==> src/hdl/sabtb_pkg.sv <==
// ----------------------------------------------------------------------------
// sabtb_pkg: shared types and constants of the set-associative BTB
// Payload structs, configuration register codes, controller states and the
// random eviction LFSR step function.
// ----------------------------------------------------------------------------
package sabtb_pkg;

  localparam int ADDR_W        = 32;
  localparam int SETS_DEFAULT  = 512;
  localparam int WAYS_DEFAULT  = 4;
  localparam int WAY_IDX_MAX_W = 4;   // enough for up to 16 ways
  localparam int CFG_IDX_W     = 2;
  localparam int CFG_DATA_W    = 8;
  localparam int TAG_BITS_W    = 6;

  localparam logic [TAG_BITS_W-1:0] TAG_BITS_RESET = 6'd16;
  localparam logic [TAG_BITS_W-1:0] TAG_BITS_MAX   = 6'd32;

  localparam logic [CFG_IDX_W-1:0] REG_TAG_BITS       = 2'd0;
  localparam logic [CFG_IDX_W-1:0] REG_REPLACE_RANDOM = 2'd1;

  localparam logic [31:0] LFSR_POLY = 32'h8020_0003;
  localparam logic [31:0] LFSR_SEED = 32'h0000_0001;

  typedef struct packed {
    logic              kind;
    logic [ADDR_W-1:0] pc;
    logic              taken;
    logic [ADDR_W-1:0] actual_target;
  } in_item_t;

  typedef struct packed {
    logic [ADDR_W-1:0] predicted_target;
    logic              tag_matched;
  } out_item_t;

  typedef struct packed {
    logic                     ready;
    logic [WAY_IDX_MAX_W-1:0] want;
  } lfsr_status_t;

  typedef enum logic [1:0] {
    ST_CLEAR,
    ST_IDLE,
    ST_LOOK,
    ST_FIN
  } state_t;

  function automatic logic [31:0] lfsr_step(input logic [31:0] x);
    logic [31:0] y;
    y = x >> 1;
    if (x[0]) begin
      y = y ^ LFSR_POLY;
    end
    return y;
  endfunction

endpackage

==> src/hdl/sabtb_lfsr.sv <==
// ----------------------------------------------------------------------------
// sabtb_lfsr: random replacement source
// Holds the Galois LFSR and works out, one nibble per cycle, the residue
// modulo the way count of the value the next step will produce.
// ----------------------------------------------------------------------------
module sabtb_lfsr #(
  parameter int WAYS = sabtb_pkg::WAYS_DEFAULT
) (
  input  logic                    clk,
  input  logic                    rst,
  input  logic                    draw,
  output sabtb_pkg::lfsr_status_t status
);

  logic [31:0] lfsr;
  logic [31:0] nxt;
  logic        busy;
  logic [2:0]  cnt;
  logic [3:0]  res;
  logic [2:0]  nib_idx;
  logic [3:0]  nib;
  logic [3:0]  mod_tbl [256];

  // Residue table of every byte value, fixed at elaboration.
  for (genvar v = 0; v < 256; v++) begin : g_tbl
    assign mod_tbl[v] = 4'(v % WAYS);
  end

  assign nxt     = sabtb_pkg::lfsr_step(lfsr);
  assign nib_idx = 3'(3'd7 - cnt);
  assign nib     = nxt[{nib_idx, 2'b00} +: 4];

  always_ff @(posedge clk) begin
    if (rst) begin
      lfsr <= sabtb_pkg::LFSR_SEED;
      busy <= 1'b1;
      cnt  <= '0;
      res  <= '0;
    end else if (draw) begin
      lfsr <= nxt;
      busy <= 1'b1;
      cnt  <= '0;
      res  <= '0;
    end else if (busy) begin
      // Horner step, most significant nibble first.
      res <= mod_tbl[{res, nib}];
      cnt <= cnt + 3'd1;
      if (cnt == 3'd7) begin
        busy <= 1'b0;
      end
    end
  end

  assign status.ready = !busy;
  assign status.want  = res;

endmodule

==> config.mk <==
export PLATFORM = sky130hd
export DESIGN_NAME = sabtb_lfsr
export DESIGN_NICKNAME = d
export VERILOG_FILES = /design/src/hdl/sabtb_pkg.sv /design/src/hdl/sabtb_lfsr.sv
export SDC_FILE = /design/constraint.sdc
export NUM_CORES = 1
export LEC_CHECK = 0
export ABC_AREA = 1
export BUFFER_PORTS_ARGS = -buffer_cell sky130_fd_sc_hd__buf_2
export CAP_MARGIN = 0
export CORE_UTILIZATION = 50
export DETAILED_ROUTE_END_ITERATION = 12
export GPL_TIMING_DRIVEN = 0
export PLACE_DENSITY = 0.67
export SYNTH_ARGS = -nofsm -noshare
export SYNTH_HDL_FRONTEND = slang
export SYNTH_SLANG_ARGS = --single-unit
==> constraint.sdc <==
create_clock -name clk -period 1.6 [get_ports clk]
set_clock_uncertainty 0.2 [all_clocks]
set_input_delay 0.48 -clock clk [delete_from_list [all_inputs] [get_ports clk]]
set_output_delay 0.48 -clock clk [all_outputs]
set_load 0.05 [all_outputs]
==> flow_summary.ini <==
[status]
status = finished, violations left
violations = DRC

[floorplanning]
coreArea_sq_mm = 0.002853
dieArea_sq_mm = 0.003325
die_h_um = 57.66
start_util_pct = 54.30
io_pins = 8
rows = 19
die_w_um = 57.66

[clock_tree]
clk_path_buf_depth = 2
cts_buffers = 5
path_clk_slew_ns = 0.11
clk_latency_ns = 0.34
hold_buffers = 0
cts-root-buf = clkbuf_4
htreeDepth = 2
cts_tree = built
cts_sinks = 38

[synth]
seq_area_frac_synth_pct = 49.11
synth_top_cell_area_share_pct = 49.11
syn-cell-area_sq_mm = 0.001549
ys_seq_elements = 38
synth_area_per_cell_sq_um = 8.801
synthTopCellsByArea = dfxtp_1, inv_1, o22ai_2, o22ai_1, nand2_1
ys_types = 21
yosysTopAreaCell = dfxtp_1
synth_cells = 176
yosys_warnings = 0

[detailed_routing]
num_vias = 1175
vias_per_cell = 5.222
drt_wl_total_mm = 2.780
drtIter0Drc = 26
firstDrtPassIters = 8
ant_nets = 0
drc = 1
wl_per_cell_um = 12.36

[sta]
report.final.slew_viol_count = 0
rsz0062_at_grt = yes
period_share_pct = 99.02
final.setup.tns_ns = 0
max_freq_mhz = 631.2
final_hold_viol_count = 0
fin_ws_ns = 0.01574
finalSetupViolCount = 0
finalCriticalPeriod_ns = 1.584
hold_ws_ns = 0.2012

[finish]
finalNetCount = 198
drive_gt1_share_pct = 27.32
insertedDiodeCount = 0
fillerInstances = 263
area_growth_pct = 12.84
layout_common_cells = dfxtp_1, inv_1, nand2_1
final_common_cell = dfxtp_1

[worst_setup_path]
critPathRequiredTime_ns = 0.92
crit_chain = inv_2 -> buf_8
cp_slowest_cell = dfxtp_2
cpPeakStageDelay_ns = 0.35
arrival_ns = 0.90
crit_path_max_fanout = 3
cpLargestDelayFamily = flip-flops
crit_buf_inv = 2
startpoint_type = register
criticalPathCategory = reg -> out
end_kind = output pin

[global_routing]
grt_max_degree = 12
track_usage_pct = 18.94
grt_pass1_wl_mm = 4.678
grt_overflow_total = 0
grt_pass1_vias = 1117
antenna_found_initial = 0

[placed_design]
preCtsSetupSlack_ns = 0.03355
io_buffers = 5
gp_congestion = 0.7875
hpwl_mm = 1.947

[power]
p_per_area_mw_per_mm2 = 977.8
p_leak_nw = 0.6618
pwr-share-seq_pct = 56.9
pwr-share-comb_pct = 8.3
p_sw_share_pct = 23.24
ir_drop_mv = 0.5975
p_int_mw = 1.312
switching_power_mw = 0.3972
pwr-share-clk_pct = 34.7

[run]
drv_cap = 0

[worst_hold_path]
hold_path_class = in -> reg
worst reg2reg max path, delay by kind of cell, from the launching register on:
kind	cells	cell delay [ns]
compound gates	2	0.24
fa+ha+maj	2	0.47
flops	1	0.35
power groups by stage:
stage	Sequential (mW)	Combinational [mW]	Clock (mW)
2_1_floorplan	0.996	0.111	0
3_3_place_gp	0.994	0.138	0
3_5_place_dp	0.995	0.141	0
4_1_cts	0.973	0.142	0.613
5_1_grt	0.976	0.157	0.643
6_report	0.973	0.143	0.593
area by class of cell:
type | count | area (sq um) | area share (%)
Timing Repair Buffer | 10 | 81.33 | 4.653
Clock buffer | 8 | 78.83 | 4.510
Sequential cell | 38 | 762.0 | 43.59
Buffer | 9 | 68.82 | 3.937
Tap cell | 31 | 38.79 | 2.219
Multi-Input combinational cell | 90 | 566.8 | 32.43
Inverter | 39 | 151.4 | 8.661
final timing paths:
| path | cells past startpoint | slack, ns | endpoint | startpoint |
|---|---|---|---|---|
| setup reg to reg | 4 | 0.24 | cnt[2]$_SDFFE_PP0P_ | cnt[1]$_SDFFE_PP0P_ |
| hold reg to reg | 2 | 0.27 | lfsr[18]$_SDFFE_PP0P_ | lfsr[19]$_SDFFE_PP0P_ |
| setup / recovery | 2 | 0.02 | status[4] | busy$_SDFF_PP1_ |
| hold / removal | 3 | 0.20 | busy$_SDFF_PP1_ | draw |
sequential cells by signal, summed over array words and instances (netlist names):
name / flops
busy: 1
cnt: 3
lfsr: 32
res: 2
layer usage:
metal / global-route usage, % / part of all wire [%] / vias to the layer above
met4: 7.823 / 1.6 / 0
li1: - / - / 606
met5: 0 / 0 / -
met1: 22.29 / 47 / 548
met3: 6.696 / 3.1 / 6
met2: 31.56 / 48 / 15
per-stage QoR:
stage	cells	utilization, %	instance area (sq um)	power (mW)
2_1_floorplan	177	-	1553	1.107
3_3_place_gp	213	56.67	1617	1.132
3_5_place_dp	213	56.67	1617	1.136
4_1_cts	224	61.01	1740	1.729
5_1_grt	225	61.27	1748	1.775
6_report	225	61.27	1748	1.709
synthesized netlist by cell type:
| library cell | count |
|---|---|
| a21oi_1 | 7 |
| a21oi_2 | 3 |
| a32oi_1 | 1 |
| buf_2 | 5 |
| buf_4 | 2 |
| buf_6 | 3 |
| conb_1 | 1 |
| dfxtp_1 | 38 |
| ha_1 | 2 |
| inv_1 | 35 |
| inv_2 | 3 |
| inv_6 | 1 |
| nand2_1 | 26 |
| nand2_2 | 2 |
| nand3_1 | 6 |
| nand3_2 | 3 |
| nor2_2 | 2 |
| o211ai_1 | 1 |
| o21ai_0 | 6 |
| o22ai_1 | 19 |
| o22ai_2 | 10 |
cells by family after synthesis:
| family | count (synthesis) | synth area share, % |
|---|---|---|
| other | 1 | 0.2421 |
| AND/OR/NAND/NOR | 39 | 11.79 |
| AO/OA/AOI/OAI | 47 | 22.70 |
| flip-flops | 38 | 49.11 |
| buffers and inverters | 49 | 14.54 |
| adder cells (fa/ha/maj) | 2 | 1.615 |
what timing repair did:
| item | 4_1_cts | 5_1_grt |
|---|---|---|
| setup endpoints to repair | 3 | 2 |
| pin swaps | 0 | 0 |
| gates resized for setup | 9 | 1 |
| gates cloned | 0 | 0 |
| hold endpoints to repair | 0 | 0 |
| setup buffers | 3 | 2 |
Power figures use the tool's default switching activity.
