<file path="config.mk">
export PLATFORM = sky130hd
export DESIGN_NAME = sabtb_way_sel
export DESIGN_NICKNAME = d
export VERILOG_FILES = /design/src/hdl/sabtb_pkg.sv /design/src/hdl/sabtb_way_sel.sv
export SDC_FILE = /design/constraint.sdc
export NUM_CORES = 1
export LEC_CHECK = 0
export BUFFER_PORTS_ARGS = -buffer_cell sky130_fd_sc_hd__clkbuf_2
export CAP_MARGIN = 20
export CORE_UTILIZATION = 38
export DETAILED_ROUTE_END_ITERATION = 8
export PLACE_DENSITY = 0.88
export SETUP_SLACK_MARGIN = 0.15
export SLEW_MARGIN = 20
export SYNTH_ARGS = -nofsm -noshare
export SYNTH_HDL_FRONTEND = slang
export SYNTH_SLANG_ARGS = --single-unit
</file>
<file path="constraint.sdc">
create_clock -name vclk -period 1.9
set_input_delay 0.19 -clock vclk [all_inputs]
set_output_delay 0.19 -clock vclk [all_outputs]
set_load 0.05 [all_outputs]
</file>
<file path="src/hdl/sabtb_pkg.sv">
// ----------------------------------------------------------------------------
// sabtb_pkg: shared types and constants of the set-associative BTB
// Payload structs, configuration register codes, controller states and the
// random eviction LFSR step function.
// ----------------------------------------------------------------------------
package sabtb_pkg;

  localparam int ADDR_W        = 32;
  localparam int SETS_DEFAULT  = 512;
  localparam int WAYS_DEFAULT  = 4;
  localparam int WAY_IDX_MAX_W = 4;   // enough for up to 16 ways
  localparam int CFG_IDX_W     = 2;
  localparam int CFG_DATA_W    = 8;
  localparam int TAG_BITS_W    = 6;

  localparam logic [TAG_BITS_W-1:0] TAG_BITS_RESET = 6'd16;
  localparam logic [TAG_BITS_W-1:0] TAG_BITS_MAX   = 6'd32;

  localparam logic [CFG_IDX_W-1:0] REG_TAG_BITS       = 2'd0;
  localparam logic [CFG_IDX_W-1:0] REG_REPLACE_RANDOM = 2'd1;

  localparam logic [31:0] LFSR_POLY = 32'h8020_0003;
  localparam logic [31:0] LFSR_SEED = 32'h0000_0001;

  typedef struct packed {
    logic              kind;
    logic [ADDR_W-1:0] pc;
    logic              taken;
    logic [ADDR_W-1:0] actual_target;
  } in_item_t;

  typedef struct packed {
    logic [ADDR_W-1:0] predicted_target;
    logic              tag_matched;
  } out_item_t;

  typedef struct packed {
    logic                     ready;
    logic [WAY_IDX_MAX_W-1:0] want;
  } lfsr_status_t;

  typedef enum logic [1:0] {
    ST_CLEAR,
    ST_IDLE,
    ST_LOOK,
    ST_FIN
  } state_t;

  function automatic logic [31:0] lfsr_step(input logic [31:0] x);
    logic [31:0] y;
    y = x >> 1;
    if (x[0]) begin
      y = y ^ LFSR_POLY;
    end
    return y;
  endfunction

endpackage

</file>
<file path="src/hdl/sabtb_way_sel.sv">
// ----------------------------------------------------------------------------
// sabtb_way_sel: tag match and hit way selection
// Compares the tag with every way of a set and picks the most recent way
// among those that match.
// ----------------------------------------------------------------------------
module sabtb_way_sel #(
  parameter int WAYS = sabtb_pkg::WAYS_DEFAULT,
  parameter int RW   = (WAYS > 1) ? $clog2(WAYS) : 1
) (
  input  logic [WAYS-1:0][sabtb_pkg::ADDR_W-1:0] tags,
  input  logic [WAYS-1:0][RW-1:0]                ranks,
  input  logic [sabtb_pkg::ADDR_W-1:0]           tag,
  output logic [WAYS-1:0]                        sel
);

  logic [WAYS-1:0] match;

  always_comb begin
    for (int w = 0; w < WAYS; w++) begin
      match[w] = (tags[w] == tag);
    end
    // A matching way wins unless another matching way is more recent.
    for (int w = 0; w < WAYS; w++) begin
      sel[w] = match[w];
      for (int v = 0; v < WAYS; v++) begin
        if (v != w && match[v] && (ranks[v] < ranks[w])) begin
          sel[w] = 1'b0;
        end
      end
    end
  end

endmodule

</file>
==> flow_summary.json, run 1 <==
{
  "status": "finished, violations left",
  "failed_checks": "setup timing",
  "drtIter0Drc": 122,
  "vias_per_cell": 5.32,
  "crit_buf_inv": 3,
  "slowest_delay_ns": 0.40,
  "dr_total_vias": 2582,
  "hpwl_mm": 6.96,
  "seq_area_frac_synth_pct": 0,
  "final_max_slew_viol_count": 0,
  "n_sequential_cell": 0,
  "start_kind": "primary input",
  "totalWireLength_mm": 8.80,
  "path_max_fanout": 4,
  "cp_top_family": "simple AND/OR/NAND/NOR gates",
  "insertedDiodeCount": 0,
  "period_minus_slack_ns": 2.23,
  "ir_worst_vdd_mv": 0.152,
  "seq_area_um2": 0,
  "avgSynthCellArea_um2": 8.06,
  "synth_cell_types": 12,
  "place_congestion": 0.893,
  "whs_ns": 1.12,
  "hold_viol_final": 0,
  "final_core_util_pct": 80.1,
  "grt_usage_pct": 32.7,
  "synth_area_leader_cell": "xor2_1",
  "syn2layout_area_growth_pct": 101,
  "powerDensity_mw_per_mm2": 200,
  "crit_type": "in -> out",
  "chipWidth_um": 69.5,
  "drt_pass1_iterations": 4,
  "coreArea_mm2": 0.00435,
  "worst_ep_arrival_time_ns": 2.04,
  "critPathCaptureType": "output port",
  "wl_per_cell_um": 18.2,
  "p_leak_nw": 1.76,
  "die-area_mm2": 0.00483,
  "syn_inst": 215,
  "die_h_um": 69.5,
  "initial_core_util_pct": 39.8,
  "grt_pass1_wl_mm": 12.5,
  "cp.required_ns": 1.71,
  "worstMarginPinSlew_ns": 0.404,
  "hold_class": "in -> out",
  "finalWorstSetupSlack_ns": -0.328,
  "setup_viol": 4,
  "rsz0062_at_grt": "yes",
  "ant_nets": 0,
  "grt_pass1_vias": 2716,
  "gr-total-overflow": 0,
  "post-route-period-util_pct": 117,
  "max_slew_margin_pct": 73.0,
  "cap_violations": 0,
  "synthDominantCellAreaShare_pct": 64.7,
  "nClkBuffers": 0,
  "drc": 0,
  "path_cells": "clkbuf_2 -> xor2_1 -> nor4_1 -> nand4_1 -> a2111oi_1 -> buf_4 -> a2111oi_4 -> clkbuf_8",
  "final_nets": 615,
  "antenna_found_initial": 0,
  "ios": 172,
  "synth_area_mm2": 0.00173,
  "final_cell_area_mm2": 0.00349,
  "portBuffers": 172,
  "fp-row-count": 24,
  "n_fill_cell": 279,
  "synth.area.top_cells": "xor2_1, nor4_1, ha_1",
  "grt_max_degree": 5,
  "synthesis.nets": 395,
  "fmax_ghz": 0.449,
  "placed_cell_area_mm2": 0.00303,
  "drive_gt1_share_pct": 57.0,
  "synth_warnings": 0,
  "critPathSlowestCell": "a2111oi_1"
}
==> repair_timing <==
item                       4_1_cts  5_1_grt
pin swaps                       22       19
setup endpoints to repair        4        4
buffers inserted                 4        7
hold buffers                     0        0
gates resized for setup         43       37
==> synth_stat cells <==
library cell  count
a2111oi_0         8
a2111oi_1         2
a21oi_1           6
ha_1             12
inv_1            12
nand4_1           8
nor2_1            1
nor3b_1           2
nor4_1           32
nor4b_1           1
or2_0             3
xor2_1          128
==> layout by cell type (no fill, tap or decap), drive strengths merged <==
cell type	instances
clkbuf	167
xor2	128
buf	51
nor4	32
inv	12
ha	12
a2111oi	10
nand4	8
a21oi	6
or2	3
nor3b	2
nor2	1
nor4b	1
==> stage by stage <==
| stage | TNS [ns] | std cells | power (mW) | worst slack (ns) |
|---|---|---|---|---|
| 5_1_grt | -1.32 | 485 | 0.749 | -0.382 |
| 3_3_place_gp | -1.55 | 474 | 0.564 | -0.493 |
| 4_1_cts | -0.789 | 478 | 0.629 | -0.204 |
| 6_report | -1.05 | 485 | 0.698 | -0.328 |
| 2_1_floorplan | 0 | 215 | 0.230 | 0.0757 |
| 3_5_place_dp | -1.72 | 474 | 0.585 | -0.536 |
==> cell type report <==
class | instances | area, um^2 | share of cell area (%)
inverters | 12 | 45.0 | 1.29
repair buffers | 218 | 1420 | 40.7
multi-input cells | 203 | 1960 | 56.2
well taps | 52 | 65.1 | 1.87
==> tightest hold or removal path: cells and delay by family <==
kind | cells | cell delay, ns
xor+xnor | 1 | 0.12
buf+inv | 2 | 0.25
simple gates | 4 | 0.37
==> worst paths after layout <==
path              startpoint     end  slack [ns]  depth (start not counted)
setup / recovery     tag[29]  sel[3]       -0.33                          8
hold / removal      tags[16]  sel[0]        1.12                          7
==> kinds of logic (layout without fill, tap and decap cells) <==
kind of cell	Yosys count	count (layout)	share of synthesized area [%]
and+or+nand+nor	47	47	17.1
buffers and inverters	12	230	2.60
AOI/OAI and AO/OA	16	16	6.93
adders and majority gates	12	12	8.66
xor gates and xnor gates	128	128	64.7
==> layer usage <==
layer	wire length [um]	share of wire [%]	track usage, %
met2	4750	54	62.6
met5	0	0	0
met1	3060	35	34.2
met3	486	5.5	4.51
met4	506	5.7	17.0
==> report_power, final <==
| group | total [mW] | internal, mW | leakage (nW) | switching, mW |
|---|---|---|---|---|
| registers | 0 | 0 | 0 | 0 |
| clock network | 0 | 0 | 0 | 0 |
| logic | 0.698 | 0.355 | 1.76 | 0.343 |
| total | 0.698 | 0.355 | 1.76 | 0.343 |
No activity file was read; power rests on OpenSTA's default activity.
==> run 2, diff against run 1 <==
==> constraint.sdc (replaced) <==
create_clock -name vclk -period 1.9
set_input_delay 0.19 -clock vclk [all_inputs]
set_output_delay 0.19 -clock vclk [all_outputs]
set_load 0.02 [all_outputs]
==> flow_summary.json, run 2 (synthesized netlist as in run 1, its figures left out) <==
{
  "ir_worst_vdd_mv": 0.160,
  "setup_viol": 4,
  "n_sequential_cell": 0,
  "hold_viol_final": 0,
  "path_depth": 9,
  "crit_type": "in -> out",
  "final_core_util_pct": 77.0,
  "fp-row-count": 24,
  "drive_gt1_share_pct": 56.7,
  "crit_buf_inv": 4,
  "final_common_cell": "clkbuf_2",
  "drtIter0Drc": 152,
  "failed_checks": "setup timing",
  "grt_pass1_wl_mm": 11.7,
  "worst_ep_arrival_time_ns": 1.94,
  "path_max_fanout": 4,
  "grt_max_degree": 5,
  "insertedDiodeCount": 0,
  "slowest_delay_ns": 0.37,
  "worstMarginPinSlew_ns": 0.459,
  "cp_top_family": "buffers and inverters",
  "rsz0062_at_grt": "yes",
  "coreArea_mm2": 0.00435,
  "die_h_um": 69.5,
  "fmax_ghz": 0.470,
  "place_congestion": 0.891,
  "gr-total-overflow": 0,
  "hold_class": "in -> out",
  "final_cell_area_mm2": 0.00335,
  "post-route-period-util_pct": 112,
  "finalWorstSetupSlack_ns": -0.227,
  "hpwl_mm": 6.70,
  "cp.required_ns": 1.71,
  "drc": 0,
  "wl_per_cell_um": 16.9,
  "tns_ns": -0.731,
  "drt_pass1_iterations": 4,
  "dr_total_vias": 2522,
  "chipWidth_um": 69.5,
  "cts_hold_buf": 0,
  "portBuffers": 172,
  "grt_usage_pct": 30.3,
  "status": "finished, violations left",
  "vias_per_cell": 5.23,
  "die-area_mm2": 0.00483,
  "p_leak_nw": 1.71,
  "final_nets": 612,
  "max_slew_margin_pct": 69.1,
  "path_cells": "buf_4 -> xor2_1 -> nor4_1 -> nand4_1 -> buf_4 -> a2111oi_2 -> buf_4 -> nor4b_2 -> buf_2",
  "initial_core_util_pct": 39.8,
  "seq_area_um2": 0,
  "syn2layout_area_growth_pct": 93.4,
  "final_max_slew_viol_count": 0,
  "period_minus_slack_ns": 2.13,
  "cp-endpoint": "sel[0]",
  "critPathCaptureType": "output port",
  "grt_pass1_vias": 2545,
  "placed_cell_area_mm2": 0.00296,
  "ios": 172,
  "critPathLaunch": "tag[26]",
  "totalWireLength_mm": 8.13,
  "whs_ns": 1.08,
  "crit_top_cell": "buf_4",
  "start_kind": "primary input",
  "powerDensity_mw_per_mm2": 203,
  "ant_nets": 0,
  "nClkBuffers": 0,
  "critPathSlowestCell": "nor4_1",
  "final_cell_mix": "clkbuf_2, xor2_1, buf_4",
  "antenna_found_initial": 0,
  "n_fill_cell": 296,
  "cap_violations": 0
}
[run 2: changes by cell type in the layout (fill, tap and decap cells not counted), moves of 2 or more]
| cell | delta |
|---|---|
| nor4_2 | +2 |
| clkbuf_8 | -6 |
| a2111oi_1 | -2 |
| clkbuf_16 | -3 |
| xor2_1 | +3 |
| a2111oi_2 | +2 |
| xor2_2 | -3 |
| buf_4 | +4 |
[run 2: worst min-delay path, cell delays in order]
cell,delay [ns]
clkbuf_2,0.09
xor2_1,0.13
nor4_1,0.05
nand4_1,0.11
or2_1,0.13
a2111oi_2,0.05
buf_4,0.15
[run 2: stage by stage]
stage          worst slack [ns]  power [mW]  instances
2_1_floorplan           -0.0452       0.227        215
3_3_place_gp             -0.387       0.568        473
3_5_place_dp             -0.393       0.585        473
4_1_cts                  -0.245       0.621        478
5_1_grt                  -0.275       0.731        482
6_report                 -0.227       0.680        482
[run 2: where the power goes]
part | switching, mW | internal, mW
logic | 0.337 | 0.343
clock network | 0 | 0
registers | 0 | 0
[run 2: area by class of cell]
| cell class | count | area, um^2 | area share (%) |
|---|---|---|---|
| Inverter | 12 | 45.0 | 1.34 |
| Multi-Input combinational cell | 203 | 1930 | 57.6 |
| Tap cell | 52 | 65.1 | 1.94 |
| Timing Repair Buffer | 215 | 1310 | 39.1 |
[run 2: metal layers]
layer / vias to the layer above / wire length [um] / track usage, % / part of all wire [%]
li1: 1200 / - / - / -
met1: 1183 / 2960 / 33.7 / 36
met2: 122 / 4520 / 61.6 / 56
met3: 17 / 495 / 1.74 / 6.1
met4: 0 / 151 / 6.35 / 1.9
met5: - / 0 / 0 / 0
[run 2: how the worst min path moves through the flow]
stage,slack [ns],cells past startpoint,start,endpoint
detailed placement,1.09,6,ranks[2],sel[1]
CTS,1.09,6,ranks[2],sel[1]
finish,1.08,7,tags[88],sel[2]
floorplan,0.84,5,tags[82],sel[2]
global placement,1.09,6,ranks[2],sel[1]
global route,1.15,7,tags[88],sel[2]
[run 2: what timing repair did]
| item | 4_1_cts | 5_1_grt |
|---|---|---|
| hold endpoints to repair | 0 | 0 |
| gates cloned | 0 | 0 |
| pin swaps | 17 | 17 |
| setup endpoints to repair | 4 | 4 |
| resized for setup | 27 | 56 |
| setup buffers | 5 | 4 |
